`src/rle_pair_escape_encoder_macros.svh`:
```
// Assertion macros used by the encoder's result queue.
`ifndef RLE_PAIR_ESCAPE_ENCODER_MACROS_SVH
`define RLE_PAIR_ESCAPE_ENCODER_MACROS_SVH

// Check that cond holds at every rising clock edge outside reset.
`define RPE_ASSERT_ALWAYS(label, clk, rst, cond, msg) \
  label: assert property (@(posedge clk) disable iff (rst) (cond)) \
    else $error(msg);

// Check that cons follows ante, both sampled on the same clock.
`define RPE_ASSERT_IMPLIES(label, clk, ante, cons, msg) \
  label: assert property (@(posedge clk) (ante) |=> (cons)) \
    else $error(msg);

`endif

```
`src/rpe_pkg.sv`:
```
// Shared types and constants of the run-length pair escape encoder.
package rpe_pkg;

  localparam logic [7:0]  RUN_MAX     = 8'd255;
  localparam logic [15:0] LIMIT_RESET = 16'hFFFF;

  typedef struct packed {
    logic [7:0] data;
    logic       last;
    logic       ovf;
  } res_t;

  // Results made by one input beat, up to two.
  typedef struct packed {
    logic [1:0] n;
    res_t       r0;
    res_t       r1;
  } push_t;

  function automatic push_t add_res(push_t p, res_t r);
    push_t q;
    q = p;
    if (p.n == 2'd0) begin
      q.r0 = r;
    end else begin
      q.r1 = r;
    end
    q.n = p.n + 2'd1;
    return q;
  endfunction

endpackage

```
`src/rpe_core.sv`:
```
// Encoder state and single-pass next-state and result logic.
module rpe_core
  import rpe_pkg::*;
#(
  parameter int OUT_COUNT_BITS = 16
) (
  input  logic        clk,
  input  logic        rst,
  input  logic        cfg_write_en,
  input  logic [15:0] cfg_write_data,
  input  logic        fire,
  input  logic [7:0]  in_byte,
  input  logic        in_last,
  output push_t       push
);

  localparam int CW = (OUT_COUNT_BITS > 16) ? OUT_COUNT_BITS : 16;
  localparam logic [OUT_COUNT_BITS-1:0] COUNT_MAX = '1;

  logic [15:0]               max_output_bytes;
  logic [7:0]                previous_byte, previous_byte_next;
  logic                      previous_valid, previous_valid_next;
  logic                      in_run, in_run_next;
  logic [7:0]                run_count, run_count_next;
  logic [OUT_COUNT_BITS-1:0] bytes_written, bytes_written_next;
  logic                      failed, failed_next;
  logic [7:0]                rc_inc;
  push_t                     p;

  function automatic logic [OUT_COUNT_BITS-1:0] sat_inc(logic [OUT_COUNT_BITS-1:0] v);
    return (v == COUNT_MAX) ? v : v + OUT_COUNT_BITS'(1);
  endfunction

  function automatic logic at_limit(logic [OUT_COUNT_BITS-1:0] v, logic [15:0] lim);
    return CW'(v) >= CW'(lim);
  endfunction

  assign rc_inc = run_count + 8'd1;

  always_comb begin
    previous_byte_next  = previous_byte;
    previous_valid_next = previous_valid;
    in_run_next         = in_run;
    run_count_next      = run_count;
    bytes_written_next  = bytes_written;
    failed_next         = failed;
    p                   = '0;

    if (failed) begin
      // drop the beat; last ends the failed message
      if (in_last) begin
        failed_next = 1'b0;
      end
    end else if (in_run && in_byte == previous_byte) begin
      run_count_next = rc_inc;
      if (rc_inc == RUN_MAX || in_last) begin
        p = add_res(p, '{data: rc_inc, last: in_last, ovf: 1'b0});
        bytes_written_next  = sat_inc(bytes_written);
        in_run_next         = 1'b0;
        run_count_next      = '0;
        previous_valid_next = 1'b0;
        if (in_last) begin
          previous_byte_next = '0;
          bytes_written_next = '0;
        end
      end
    end else begin
      if (in_run) begin
        // close the broken run, then treat the byte afresh
        p = add_res(p, '{data: run_count, last: 1'b0, ovf: 1'b0});
        bytes_written_next  = sat_inc(bytes_written);
        in_run_next         = 1'b0;
        run_count_next      = '0;
        previous_valid_next = 1'b0;
      end
      if (at_limit(bytes_written_next, max_output_bytes)) begin
        p = add_res(p, '{data: 8'd0, last: 1'b1, ovf: 1'b1});
        previous_byte_next  = '0;
        previous_valid_next = 1'b0;
        bytes_written_next  = '0;
        failed_next         = !in_last;
      end else if (previous_valid_next && in_byte == previous_byte) begin
        p = add_res(p, '{data: in_byte, last: 1'b0, ovf: 1'b0});
        bytes_written_next = sat_inc(bytes_written_next);
        if (at_limit(bytes_written_next, max_output_bytes)) begin
          p = add_res(p, '{data: 8'd0, last: 1'b1, ovf: 1'b1});
          previous_byte_next  = '0;
          previous_valid_next = 1'b0;
          bytes_written_next  = '0;
          failed_next         = !in_last;
        end else if (in_last) begin
          p = add_res(p, '{data: 8'd0, last: 1'b1, ovf: 1'b0});
          previous_byte_next  = '0;
          previous_valid_next = 1'b0;
          bytes_written_next  = '0;
        end else begin
          in_run_next    = 1'b1;
          run_count_next = '0;
        end
      end else begin
        p = add_res(p, '{data: in_byte, last: in_last, ovf: 1'b0});
        bytes_written_next = sat_inc(bytes_written_next);
        if (in_last) begin
          previous_byte_next  = '0;
          previous_valid_next = 1'b0;
          bytes_written_next  = '0;
        end else begin
          previous_byte_next  = in_byte;
          previous_valid_next = 1'b1;
        end
      end
    end
  end

  assign push = fire ? p : '0;

  always_ff @(posedge clk) begin
    if (rst) begin
      max_output_bytes <= LIMIT_RESET;
    end else if (cfg_write_en) begin
      max_output_bytes <= cfg_write_data;
    end
  end

  always_ff @(posedge clk) begin
    if (rst) begin
      previous_byte  <= '0;
      previous_valid <= 1'b0;
      in_run         <= 1'b0;
      run_count      <= '0;
      bytes_written  <= '0;
      failed         <= 1'b0;
    end else if (fire) begin
      previous_byte  <= previous_byte_next;
      previous_valid <= previous_valid_next;
      in_run         <= in_run_next;
      run_count      <= run_count_next;
      bytes_written  <= bytes_written_next;
      failed         <= failed_next;
    end
  end

endmodule

```
`src/rpe_result_queue.sv`:
```
// Two-entry result queue between the encoder logic and the output channel.
`include "rle_pair_escape_encoder_macros.svh"
module rpe_result_queue
  import rpe_pkg::*;
(
  input  logic       clk,
  input  logic       rst,
  input  push_t      push,
  output logic       can_accept,
  output logic       out_valid,
  input  logic       out_stall,
  output logic [7:0] out_byte,
  output logic       out_last,
  output logic       overflow
);

  res_t       mem [2];
  logic       wr_ptr, rd_ptr;
  logic [1:0] count;
  logic       pop;

  assign out_valid = (count != 2'd0);
  assign pop       = out_valid && !out_stall;
  // an input beat may push two results, so room must be certain
  assign can_accept = (count == 2'd0) || (count == 2'd1 && pop);

  assign out_byte = mem[rd_ptr].data;
  assign out_last = mem[rd_ptr].last;
  assign overflow = mem[rd_ptr].ovf;

  always_ff @(posedge clk) begin
    if (push.n != 2'd0) begin
      mem[wr_ptr] <= push.r0;
    end
    if (push.n == 2'd2) begin
      mem[!wr_ptr] <= push.r1;
    end
  end

  always_ff @(posedge clk) begin
    if (rst) begin
      wr_ptr <= 1'b0;
      rd_ptr <= 1'b0;
      count  <= '0;
    end else begin
      wr_ptr <= wr_ptr ^ push.n[0];
      rd_ptr <= rd_ptr ^ pop;
      count  <= count + push.n - {1'b0, pop};
    end
  end

  `RPE_ASSERT_ALWAYS(a_count_bound, clk, rst, count <= 2'd2, "result queue overfilled")
  `RPE_ASSERT_ALWAYS(a_push_room, clk, rst, push.n == 2'd0 || can_accept, "push without room")
  `RPE_ASSERT_IMPLIES(a_reset_empty, clk, rst, count == 2'd0 && !out_valid, "queue not empty after reset")

endmodule

```
`src/rle_pair_escape_encoder.sv`:
```
// Top level of the run-length pair escape encoder.
// The first result of an input beat is offered in the cycle after the beat is accepted.
// One input beat per cycle while each beat makes one result and out_stall is low.
// A beat that makes two results (closed run plus byte or overflow, or a repeated
// byte plus end marker or overflow) holds input while the two-entry result queue drains.
// Synchronous reset clears message state, empties the queue, limit to 65535.
module rle_pair_escape_encoder
  import rpe_pkg::*;
#(
  parameter int OUT_COUNT_BITS = 16
) (
  input  logic        clk,
  input  logic        rst,
  input  logic        cfg_write_en,
  input  logic [15:0] cfg_write_data,
  input  logic        in_valid,
  output logic        in_stall,
  input  logic [7:0]  in_byte,
  input  logic        in_last,
  output logic        out_valid,
  input  logic        out_stall,
  output logic [7:0]  out_byte,
  output logic        out_last,
  output logic        overflow
);

  push_t push;
  logic  can_accept;
  logic  fire;

  assign in_stall = !can_accept;
  assign fire     = in_valid && can_accept;

  rpe_core #(
    .OUT_COUNT_BITS(OUT_COUNT_BITS)
  ) u_core (
    .clk            (clk),
    .rst            (rst),
    .cfg_write_en   (cfg_write_en),
    .cfg_write_data (cfg_write_data),
    .fire           (fire),
    .in_byte        (in_byte),
    .in_last        (in_last),
    .push           (push)
  );

  rpe_result_queue u_queue (
    .clk        (clk),
    .rst        (rst),
    .push       (push),
    .can_accept (can_accept),
    .out_valid  (out_valid),
    .out_stall  (out_stall),
    .out_byte   (out_byte),
    .out_last   (out_last),
    .overflow   (overflow)
  );

endmodule

```
`config.mk`:
```
export PLATFORM = sky130hd
export DESIGN_NAME = rle_pair_escape_encoder
export DESIGN_NICKNAME = d
export VERILOG_FILES = /design/src/rpe_pkg.sv /design/src/rpe_core.sv /design/src/rpe_result_queue.sv /design/src/rle_pair_escape_encoder.sv
export VERILOG_INCLUDE_DIRS = /design/src /design/src/src
export SDC_FILE = /design/constraint.sdc
export NUM_CORES = 1
export LEC_CHECK = 0
export ABC_AREA = 1
export BUFFER_PORTS_ARGS = -buffer_cell sky130_fd_sc_hd__buf_2
export CAP_MARGIN = 10
export CELL_PAD_IN_SITES_DETAIL_PLACEMENT = 1
export CELL_PAD_IN_SITES_GLOBAL_PLACEMENT = 2
export CORE_UTILIZATION = 30
export CTS_CLUSTER_SIZE = 40
export DETAILED_ROUTE_END_ITERATION = 6
export PLACE_DENSITY = 0.69
export SYNTH_ARGS = -nofsm -noshare
export SYNTH_HDL_FRONTEND = slang
export SYNTH_HIERARCHICAL = 1
export SYNTH_SLANG_ARGS = --single-unit
```
`constraint.sdc`:
```
create_clock -name clk -period 14.43 [get_ports clk]
set_input_delay 1.443 -clock clk [delete_from_list [all_inputs] [get_ports clk]]
set_output_delay 1.443 -clock clk [all_outputs]
set_load 0.02 [all_outputs]
```
==> results of run 1 <==
## area by class of cell
type	count	area [um2]	share of cell area, %
multi-input combinational	752	4068	56.89
timing repair buffer	47	250.2	3.500
sequential	75	1702	23.80
tap	275	344.1	4.812
clock inverter	7	70.07	0.9799
clock buffer	9	225.2	3.150
inverter	131	491.7	6.877
## how the worst max path moves through the flow
stage | start | endpoint | slack (ns) | cells after the start
finish | u_core/bytes_written[0]$_SDFFE_PP0P_ | u_queue/mem[1][7]$_DFFE_PP_ | 8.21 | 26
global placement | u_core/bytes_written[0]$_SDFFE_PP0P_ | u_queue/mem[1][7]$_DFFE_PP_ | 8.33 | 26
global route | u_core/bytes_written[0]$_SDFFE_PP0P_ | u_queue/mem[1][7]$_DFFE_PP_ | 7.55 | 27
floorplan | u_core/bytes_written[0]$_SDFFE_PP0P_ | u_queue/mem[0][0]$_DFFE_PP_ | 9.39 | 28
CTS | u_core/bytes_written[0]$_SDFFE_PP0P_ | u_queue/mem[1][5]$_DFFE_PP_ | 8.23 | 26
detailed placement | u_core/bytes_written[0]$_SDFFE_PP0P_ | u_queue/mem[1][5]$_DFFE_PP_ | 8.25 | 25
## kinds of logic after synthesis
| kind of cell | after synthesis | synth area share (%) |
|---|---|---|
| AND/OR/NAND/NOR | 464 | 33.22 |
| AO/OA/AOI/OAI | 227 | 18.59 |
| buffers and inverters | 176 | 11.65 |
| flip-flops | 75 | 26.06 |
| adder cells (fa/ha/maj) | 40 | 7.664 |
| XOR/XNOR | 21 | 2.817 |
## state kept, by name (all words and copies together), names as in the netlist
register	flops
u_core/in_run	1
u_core/run_count	8
u_core/previous_valid	1
u_queue/rd_ptr	1
u_core/bytes_written	16
u_queue/count	2
u_queue/mem	20
u_core/failed	1
u_queue/wr_ptr	1
u_core/previous_byte	8
u_core/max_output_bytes	16
## worst max-delay path, cell delays in order, from the launching register on
cell and delay (ns):
dfxtp_1 0.46, ha_1 0.39, nand3_4 0.15, nor2_8 0.19
nand2_4 0.16, nand2_1 0.12, nand3_1 0.07, nand2_1 0.18
ha_1 0.28, nand3_2 0.13, nor2_4 0.16, inv_2 0.06
nor3_2 0.17, nand3_2 0.38, nand2_2 0.22, ha_1 0.25
nand2_1 0.07, o21bai_1 0.10, a21boi_0 0.10, o21ai_0 0.17
nand3_1 0.38, inv_1 0.22, nand2_1 0.08, a31oi_1 0.53
nor2_1 0.13, nand2_1 0.60, o21ai_1 0.17
## layer usage
layer | global-route usage, % | share of wire [%] | up-vias
li1 | - | - | 3342
met1 | 33.02 | 56 | 3088
met2 | 30.35 | 41 | 75
met3 | 2.561 | 2.9 | 11
met4 | 3.827 | 0.67 | 0
met5 | 0 | 0 | -
## stage by stage
stage / power, W / instances / area (um2) / hold WS [ns]
6_report: 0.0009207 / 1296 / 7151 / 0.4954
2_1_floorplan: 0.0005774 / 1003 / 6530 / 0.4531
3_3_place_gp: 0.0006915 / 1280 / 6855 / 0.4844
3_5_place_dp: 0.0006955 / 1280 / 6855 / 0.4905
5_1_grt: 0.0009990 / 1296 / 7151 / 0.5364
4_1_cts: 0.0009319 / 1296 / 7151 / 0.5039
## placed cells by master, fill, tap and decap left out, drive strengths merged, types with 6 or more instances in the layout
cell type,n
o21ai,118
xor2,16
clkinv,6
buf,47
nor3,20
nand4,21
nand3,78
clkbuf,9
nand2,265
edfxtp,20
a21oi,97
nor2,73
ha,40
inv,131
dfxtp,55
## report_power, final
part | leakage (nW) | switching, W | total (W) | internal (W)
clock | 0.141 | 0.000110 | 0.000232 | 0.000121
sequential | 0.646 | 0.0000464 | 0.000309 | 0.000262
combinational | 2.50 | 0.000258 | 0.000380 | 0.000123
## cells in the mapped netlist (2+ instances only)
cell	count
a211oi_1	2
a21boi_0	2
a21oi_1	91
a21oi_2	6
a31oi_1	2
and2_1	2
buf_2	10
buf_4	5
buf_6	4
clkbuf_1	21
clkinv_1	3
dfxtp_1	55
dlygate4sd1_1	2
dlymetal6s2s_1	2
edfxtp_1	20
ha_1	40
inv_1	119
inv_2	9
nand2_1	243
nand2_2	15
nand2_4	7
nand3_1	67
nand3_2	10
nand4_1	21
nor2_1	58
nor2_2	9
nor2_4	5
nor3_1	19
o21ai_0	95
o21ai_1	16
o21ai_2	7
o21bai_1	2
o31ai_1	2
or2_2	3
xnor2_1	5
xor2_1	16
==> impl_metrics.toml, run 1 <==
[logic_synthesis]
async_flop_share_pct = 0
netlist.top_cell.by_area = "dfxtp_1"
ys_ff_latch = 75
syn_avg_cell_area_um2 = 6.510
synth_area_mm2 = 0.006530
ys_types = 44
netlist_instances = 1003
yosys_warnings = 6
synth_flop_cell = "dfxtp_1"
synth_top_area_share_pct = 16.86
synth-edff-count = 20
yosys-top-cells-area = "dfxtp_1, nand2_1, edfxtp_1"
syn_nets = 1073
ys_seq_area_share_pct = 26.06

[sta]
slew-limit-headroom_pct = 25.66
fin_skew_ns = 0.007927
rsz0062_at_grt = "no"
slew_violations = 0
hold_viol_final = 0
setup_viol = 0
period_needed_ns = 6.225
fin_tns_setup_ns = 0
fin_crit_sh_pct = 43.14
worstMarginPinSlew_ns = 1.114
fin_ws_ns = 8.205
fmax_mhz = 160.6

[route]
vias = 6516
drt_first_iter_violations = 387
routed_wl_um = 22290
ant_nets = 0
drtPass1Iterations = 5
wl_per_cell_um = 17.20
drcViolationCount = 0
viasPerCell = 5.028

[worst_setup_path]
r2r_end = "u_queue/mem[1][7]$_DFFE_PP_"
critPathMaxFanout = 20
r2r_cells = 26
critPathKind = "reg2reg"
endpoint_kind = "flip-flop"
critPathLaunchType = "flip-flop"
r2r_slack_ns = 8.21
r2r-start = "u_core/bytes_written[0]$_SDFFE_PP0P_"
cp.required_ns = 14.50
critPathArrivalTime_ns = 6.30

[cts]
numCtsBuffers = 9
clockBufferDepth = 2
cts-root-buf = "clkbuf_16"
post_cts_buffers = 0
h-tree-depth = 3
clk_pin_slew_ns = 0.07
clock-sinks = 75
cts_tree = "yes"
ctsHoldBuffers = 0
worst_skew_pair.late_latency_ns = 0.35
cts_resized = 0

[grt]
grt_pass1_wl_um = 36240
grt_pass1_vias = 6403
grt_overflow_total = 0
grt_max_degree = 41
grt_antenna_before_repair = 0
grt_usage_pct = 21.09

[status]
status = "complete, no violations"

[flow_run]
max_cap_violations = 0

[floorplanning]
die_height_um = 149.5
io_pins = 42
die_w_um = 149.5
rows = 53
start_util_pct = 30.87
die-area_mm2 = 0.02236
design.core.area_mm2 = 0.02115

[placement]
place_congestion = 0.7960
place.port_buffers = 41
hpwl_um = 17290
preCtsSetupSlack_ns = 8.250

[worst_hold_path]
hold_depth = 2
hold_end = "u_core/previous_valid$_SDFFE_PP0P_"
hp-start = "u_core/previous_valid$_SDFFE_PP0P_"
holdCritPathClass = "reg2reg"

[layout]
fillers = 2705
drive_above_1_share_pct = 13.52
antenna_cells = 0
fin_util_pct = 33.80
nets = 1086
syn2layout_area_growth_pct = 9.504

[power_and_ir_drop]
powerDensity_mw_per_mm2 = 128.8
power.leakage_nw = 3.292
vdd_drop_max_mv = 0.05481
No activity file was read; power rests on OpenSTA's default activity.
==> inputs of run 2 (changes only) <==
- ABC_AREA: 1 -> 0
- PLACE_DENSITY: 0.69 -> 0.63
- clock period: 14.43 -> 5.9 ns (I/O delays scaled with it)
==> run 2 against run 1 <==
  * Worst setup slack got worse by 7.7 ns
  * Largest cell class unchanged
  * Global-route usage decreased by 0.29 points
  * Non-clock buffer count increased by 23
  * Cell count decreased by 18%
  * Routed wire length decreased by 0.86%
==> impl_metrics.toml, run 2 <==
[floorplanning]
rows = 52
io_pins = 42
die-area_mm2 = 0.02179
design.core.area_mm2 = 0.02049
die_w_um = 147.6
die_height_um = 147.6
start_util_pct = 31.03

[placement]
place.port_buffers = 41
place_area_mm2 = 0.006822
hpwl_um = 16790
place_congestion = 0.8778

[worst_setup_path]
crit_start = "u_core/bytes_written[8]$_SDFFE_PP0P_"
r2r_cells = 20
r2r_slack_ns = 0.49
critPathKind = "reg2reg"
endpoint_kind = "flip-flop"
critPathLaunchType = "flip-flop"
crit_end = "u_queue/mem[0][4]$_DFFE_PP_"
critPathMaxFanout = 10
cp.required_ns = 5.99
r2r-start = "u_core/bytes_written[8]$_SDFFE_PP0P_"
r2r_end = "u_queue/mem[0][4]$_DFFE_PP_"
critPathArrivalTime_ns = 5.50

[route]
viasPerCell = 5.505
vias = 5841
ant_nets = 0
drt_first_iter_violations = 283
routed_wl_um = 22090
wl_per_cell_um = 20.82
drcViolationCount = 0
drtPass1Iterations = 5

[layout]
syn2layout_area_growth_pct = 12.71
antenna_cells = 0
reg_top3 = "u_queue/mem: 20 flops, u_core/bytes_written: 16 flops, u_core/max_output_bytes: 16 flops"
ff_latch_area_mm2 = 0.001702
multi_input_area_mm2 = 0.004274
fin_area_mm2 = 0.007168
nets = 856
drive_above_1_share_pct = 20.23
regMostFlops = "u_queue/mem"
mostFrequentLayoutCells = "nand2_1, a21oi_1, dfxtp_1"
largest_reg_flops = 20
fillers = 2483

[grt]
grt_pass1_vias = 6140
grt.met1_usage_pct = 24.42
grt_max_degree = 36
grt_usage_pct = 20.79
grt_pass1_wl_um = 34740
grt_overflow_total = 0
use_met2_pct = 38.42
top_usage_layer = "met2"
use_met3_pct = 2.901
grt_antenna_before_repair = 0

[cts]
clk_pin_slew_ns = 0.07
clockBufferDepth = 2
cts-root-buf = "clkbuf_16"
worst_skew_pair.late_latency_ns = 0.34
numCtsBuffers = 9
h-tree-depth = 3
ctsHoldBuffers = 0
cts_tree = "yes"
clock-sinks = 75

[sta]
period_needed_ns = 5.410
fmax_mhz = 184.8
worstMarginPinSlew_ns = 0.9652
hold_viol_final = 0
slew-limit-headroom_pct = 35.25
slew_violations = 0
fin_tns_setup_ns = 0
fin_skew_ns = 0.01165
fin_crit_sh_pct = 91.70
rsz0062_at_grt = "no"
setup_viol = 0

[logic_synthesis]
ys_ff_latch = 75
syn_avg_cell_area_um2 = 8.446
synth_common_cells = "a21oi_1, nand2_1, dfxtp_1"
ys_seq_area_share_pct = 26.76
netlist_instances = 753
netlist.top_cell.by_area = "dfxtp_1"
ys_types = 87
yosys_warnings = 6
synth_flop_cell = "dfxtp_1"
synth-edff-count = 20
yosys-top-cells-area = "dfxtp_1, edfxtp_1, ha_1"
synth_area_mm2 = 0.006360
synth_top_area_share_pct = 17.31
syn_nets = 823
async_flop_share_pct = 0

[power_and_ir_drop]
vdd_drop_max_mv = 0.1174
power.leakage_nw = 2.922
powerDensity_mw_per_mm2 = 240.1

[worst_hold_path]
holdCritPathClass = "in2reg"

[flow_run]
max_cap_violations = 0

[status]
status = "complete, no violations"
run 2: cell count changes in the layout (fill, tap and decap cells not counted), sizes merged, moves of 23 or more:
cell and change:
a21oi -28, buf +23, inv -96, mux2 +32, nand2 -197, nand3 -37, nor2 -26, o21ai -90
run 2: what timing repair did:
item | in CTS | in global routing
gates resized for setup | 0 | 6
buffers inserted | 0 | 1
endpoints found under the setup margin | 0 | 41
run 2: how the worst min path moves through the flow:
stage | start | endpoint | slack [ns] | cells past startpoint
5_1_grt | cfg_write_data[11] | u_core/max_output_bytes[11]$_SDFFE_PP1P_ | 0.47 | 3
2_1_floorplan | u_core/previous_byte[0]$_SDFFE_PP0P_ | u_core/previous_byte[0]$_SDFFE_PP0P_ | 0.45 | 2
6_report | cfg_write_data[8] | u_core/max_output_bytes[8]$_SDFFE_PP1P_ | 0.46 | 3
3_3_place_gp | u_core/previous_byte[0]$_SDFFE_PP0P_ | u_core/previous_byte[0]$_SDFFE_PP0P_ | 0.46 | 2
4_1_cts | cfg_write_data[8] | u_core/max_output_bytes[8]$_SDFFE_PP1P_ | 0.45 | 3
3_5_place_dp | u_core/previous_byte[6]$_SDFFE_PP0P_ | u_core/previous_byte[6]$_SDFFE_PP0P_ | 0.47 | 2
run 2: layout make-up:
cell class	count	area share, %
Sequential cell	75	23.74
Clock buffer	9	3.142
Timing Repair Buffer	70	5.900
Inverter	31	1.623
Multi-Input combinational cell	599	59.63
Clock inverter	7	1.257
Tap cell	270	4.713
run 2: cell families after synthesis:
kind of cell	synth area share [%]
fa+ha+maj	8.027
xor+xnor	4.545
flops	26.76
mux	6.945
simple gates	24.95
buf+inv	6.846
compound gates	21.94
run 2: through the flow:
stage                     instances  utilization [%]  setup slack, ns  hold slack [ns]  total power (W)
final                          1061            34.98           0.4898           0.4644         0.001721
after global routing           1061            34.98          0.05888           0.4730         0.001817
after CTS                      1060            34.82           0.1472           0.4515         0.001748
after detailed placement       1044            33.28           0.1896           0.4651         0.001132
after global placement         1044            33.28           0.3718           0.4570         0.001115
after floorplan                 753                -            1.110           0.4488        0.0009656
run 2: worst max-delay path: stages (launching register included):
cell and delay (ns):
dfxtp_1 0.58, and4_2 0.38, nand4_4 0.18, nand2_1 0.17, xnor2_1 0.22, ha_2 0.37, nand3_1 0.16, nor2_2 0.28
nand3_1 0.28, and3_2 0.31, nor2_1 0.12, ha_1 0.25, a21oi_1 0.12, o21ai_0 0.11, a21oi_1 0.20, o21ai_1 0.18
o2111ai_1 0.22, nand2_1 0.07, a21oi_1 0.30, nand3b_4 0.33, mux2_4 0.32
run 2: metal layers:
| layer | up-vias | part of all wire, % |
|---|---|---|
| met5 | - | 0 |
| li1 | 2865 | - |
| met2 | 88 | 51 |
| met3 | 26 | 2.6 |
| met1 | 2862 | 44 |
| met4 | 0 | 2.4 |
run 2: power by group:
part	internal, W	total, W	switching (W)	leakage [nW]
Clock	0.000341	0.000603	0.000262	0.156
Sequential	0.000597	0.000641	0.0000443	0.642
Combinational	0.000185	0.000477	0.000292	2.12
Total	0.00112	0.00172	0.000598	2.92
==> inputs of run 3 (changes only) <==
- PLACE_DENSITY: 0.63 -> 0.64
- SYNTH_HIERARCHICAL: 1 -> not set
==> run 3 against run 2 <==
  * Sequential share of layout area shrank 0.67 points
  * Non-clock buffer count grew 15
  * Sequential cell count is the same
  * Clock-buffer cell count is the same
  * First-iteration DRC count grew 2.5%
  * Hold slack lost 0.0095 ns
  * Via count grew 9.4%
  * Fmax shrank 2.4%
  * Clock skew is essentially flat
  * Global-route usage grew 0.91 points
  * Cell count grew 4.5%
  * Critical endpoint is now u_queue.mem[1][9]$_DFFE_PP_
  * Largest cell class unchanged
==> impl_metrics.toml, run 3 <==
[route]
routed_wl_um = 23460
wl_per_cell_um = 21.16
drt_first_iter_violations = 290
viasPerCell = 5.764
ant_nets = 0
drtPass1Iterations = 6
drcViolationCount = 0
vias = 6392

[worst_setup_path]
crit_chain = "nand4_2 -> o41ai_2 -> buf_4 -> mux2i_1 -> inv_1 -> ha_1 -> and2_0 -> buf_4 -> a31oi_4 -> nand2_1 -> xnor2_1 -> ha_1 -> nand4_1 -> a211oi_2 -> o41ai_2 -> a2111o_1 -> a211o_1 -> a21oi_1 -> buf_4 -> nand2_1 -> o21ai_0 -> buf_4"
critical_path.top_delay_family = "compound AO/OA/AOI/OAI gates"
slowest_delay_ns = 0.48
crit_top_cell = "buf_4"
critPathLaunchType = "flip-flop"
endpoint_kind = "flip-flop"
cp_slowest_cell = "dfxtp_1"
r2r_slack_ns = 0.36
critPathArrivalTime_ns = 5.60
crit_buf_inv = 5
critPathKind = "reg2reg"
cp.required_ns = 5.96
critPathMaxFanout = 10

[sta]
fin_crit_sh_pct = 93.97
hold_viol_final = 0
worstMarginPinSlew_ns = 0.9956
fmax_mhz = 180.4
period_needed_ns = 5.544
fin_tns_setup_ns = 0
setup_viol = 0
fin_skew_ns = 0.01151
slew-limit-headroom_pct = 33.12
slew_violations = 0

[floorplanning]
start_util_pct = 30.68
rows = 53
design.core.area_mm2 = 0.02109
die-area_mm2 = 0.02215
die_w_um = 148.8
die_height_um = 148.8
io_pins = 42

[layout]
syn2layout_area_growth_pct = 14.43
reg_top3 = "u_queue.mem: 20 flops, u_core.bytes_written: 16 flops, u_core.max_output_bytes: 16 flops"
fin_util_pct = 35.10
regMostFlops = "u_queue.mem"
mostFrequentLayoutCells = "nand2_1, dfxtp_1, nor2_1, inv_1"
final_common_cell = "nand2_1"
drive_above_1_share_pct = 21.34
nets = 900
antenna_cells = 0
largest_reg_flops = 20
fillers = 2544

[logic_synthesis]
yosys_warnings = 0
synth_area_mm2 = 0.006469
ys_types = 93
netlist_instances = 783
async_flop_share_pct = 0
synth_common_cells = "nand2_1, dfxtp_1, nor2_1"
synth-edff-count = 20
synth_flop_cell = "dfxtp_1"
syn_avg_cell_area_um2 = 8.261
ys_seq_area_share_pct = 26.31
syn_nets = 854
synth_top_area_share_pct = 17.02
synth.most_common_cell = "nand2_1"
netlist.top_cell.by_area = "dfxtp_1"
ys_ff_latch = 75
yosys-top-cells-area = "dfxtp_1, edfxtp_1, ha_1"

[cts]
ctsHoldBuffers = 0
h-tree-depth = 3
numCtsBuffers = 9
cts-root-buf = "clkbuf_16"
worst_skew_pair.late_latency_ns = 0.36
clock-sinks = 75
clockBufferDepth = 2
clk_pin_slew_ns = 0.07
cts_tree = "yes"

[grt]
grt_antenna_before_repair = 0
grt_overflow_total = 0
grt_pass1_vias = 6501
grt_usage_pct = 21.71
grt_max_degree = 32
grt_pass1_wl_um = 36570

[status]
status = "complete, no violations"

[placement]
hpwl_um = 18070
place.port_buffers = 41
place_congestion = 0.8950

[power_and_ir_drop]
power.leakage_nw = 3.063
powerDensity_mw_per_mm2 = 236.2
vdd_drop_max_mv = 0.1357

[flow_run]
max_cap_violations = 0

[worst_hold_path]
holdCritPathClass = "in2reg"
-- run 3: cell types whose count changed after synthesis, moves of 12 or more --
cell,change
a21oi_1,-25
nand2_1,+20
inv_1,+14
mux2i_1,+14
o21ai_0,+14
nand2b_1,-13
and2_1,-12
-- run 3: area by class of cell --
| cell class | count | area (um2) | area share (%) |
|---|---|---|---|
| Clock buffer | 9 | 225.2 | 3.043 |
| Sequential cell | 75 | 1708 | 23.07 |
| Multi-Input combinational cell | 614 | 4353 | 58.81 |
| Timing Repair Buffer | 85 | 548.0 | 7.404 |
| Clock inverter | 7 | 58.81 | 0.7945 |
| Inverter | 44 | 165.2 | 2.231 |
| Tap cell | 275 | 344.1 | 4.648 |
-- run 3: cell families (layout without fill, tap and decap cells) --
| kind of cell | Yosys count | after routing | share of synthesized area, % |
|---|---|---|---|
| AO/OA/AOI/OAI | 228 | 228 | 25.73 |
| XOR/XNOR | 36 | 36 | 4.874 |
| buffers and inverters | 94 | 145 | 7.021 |
| multiplexers | 30 | 30 | 4.932 |
| flip-flops | 75 | 75 | 26.31 |
| AND/OR/NAND/NOR | 279 | 279 | 23.21 |
| adder cells (fa/ha/maj) | 41 | 41 | 7.930 |
-- run 3: routing by layer --
layer  global-route usage, %  wire, um  part of all wire (%)  vias to the layer above
met4                   8.980       794                   3.4                        0
li1                        -         -                     -                     3059
met5                       0         0                     0                        -
met3                   3.945       816                   3.5                       45
met1                   25.05      9928                    42                     3162
met2                   39.18     11920                    51                      126
-- run 3: report_power, final --
| part | total, W | leakage [nW] | switching, W | internal [W] |
|---|---|---|---|---|
| logic | 0.000531 | 2.29 | 0.000326 | 0.000205 |
| clock network | 0.000555 | 0.127 | 0.000264 | 0.000291 |
| registers | 0.000662 | 0.643 | 0.0000606 | 0.000601 |
-- run 3: through the flow --
stage / std cells / power, W / worst slack (ns) / instance area, um2 / hold slack, ns
CTS: 1106 / 0.001767 / 0.07384 / 7342 / 0.4465
floorplan: 783 / 0.001021 / 0.6335 / 6469 / 0.4749
global route: 1109 / 0.001840 / -0.005076 / 7402 / 0.4532
finish: 1109 / 0.001748 / 0.3560 / 7402 / 0.4549
detailed placement: 1090 / 0.001203 / -0.1397 / 7046 / 0.5076
global placement: 1090 / 0.001189 / 0.1824 / 7046 / 0.5072
-- run 3: path summary, 6_finish.rpt --
kind	start	depth (start not counted)	endpoint
max	u_core.bytes_written[12]$_SDFFE_PP0P_	22	u_queue.mem[1][9]$_DFFE_PP_
min	cfg_write_data[4]	3	u_core.max_output_bytes[4]$_SDFFE_PP1P_
max reg2reg	u_core.bytes_written[12]$_SDFFE_PP0P_	22	u_queue.mem[1][9]$_DFFE_PP_
min reg2reg	u_core.run_count[7]$_SDFFE_PP0P_	2	u_core.run_count[7]$_SDFFE_PP0P_
-- run 3: timing repair --
item | in CTS | in global routing
resized for setup | 3 | 10
buffers inserted | 0 | 3
cloned | 0 | 0
pin swaps | 0 | 2
endpoints found under the setup margin | 11 | 51
-- run 3: tightest hold or removal path, cell delays in order --
cell and delay, ns:
buf_2 0.08, nand2_1 0.04, o211ai_1 0.06
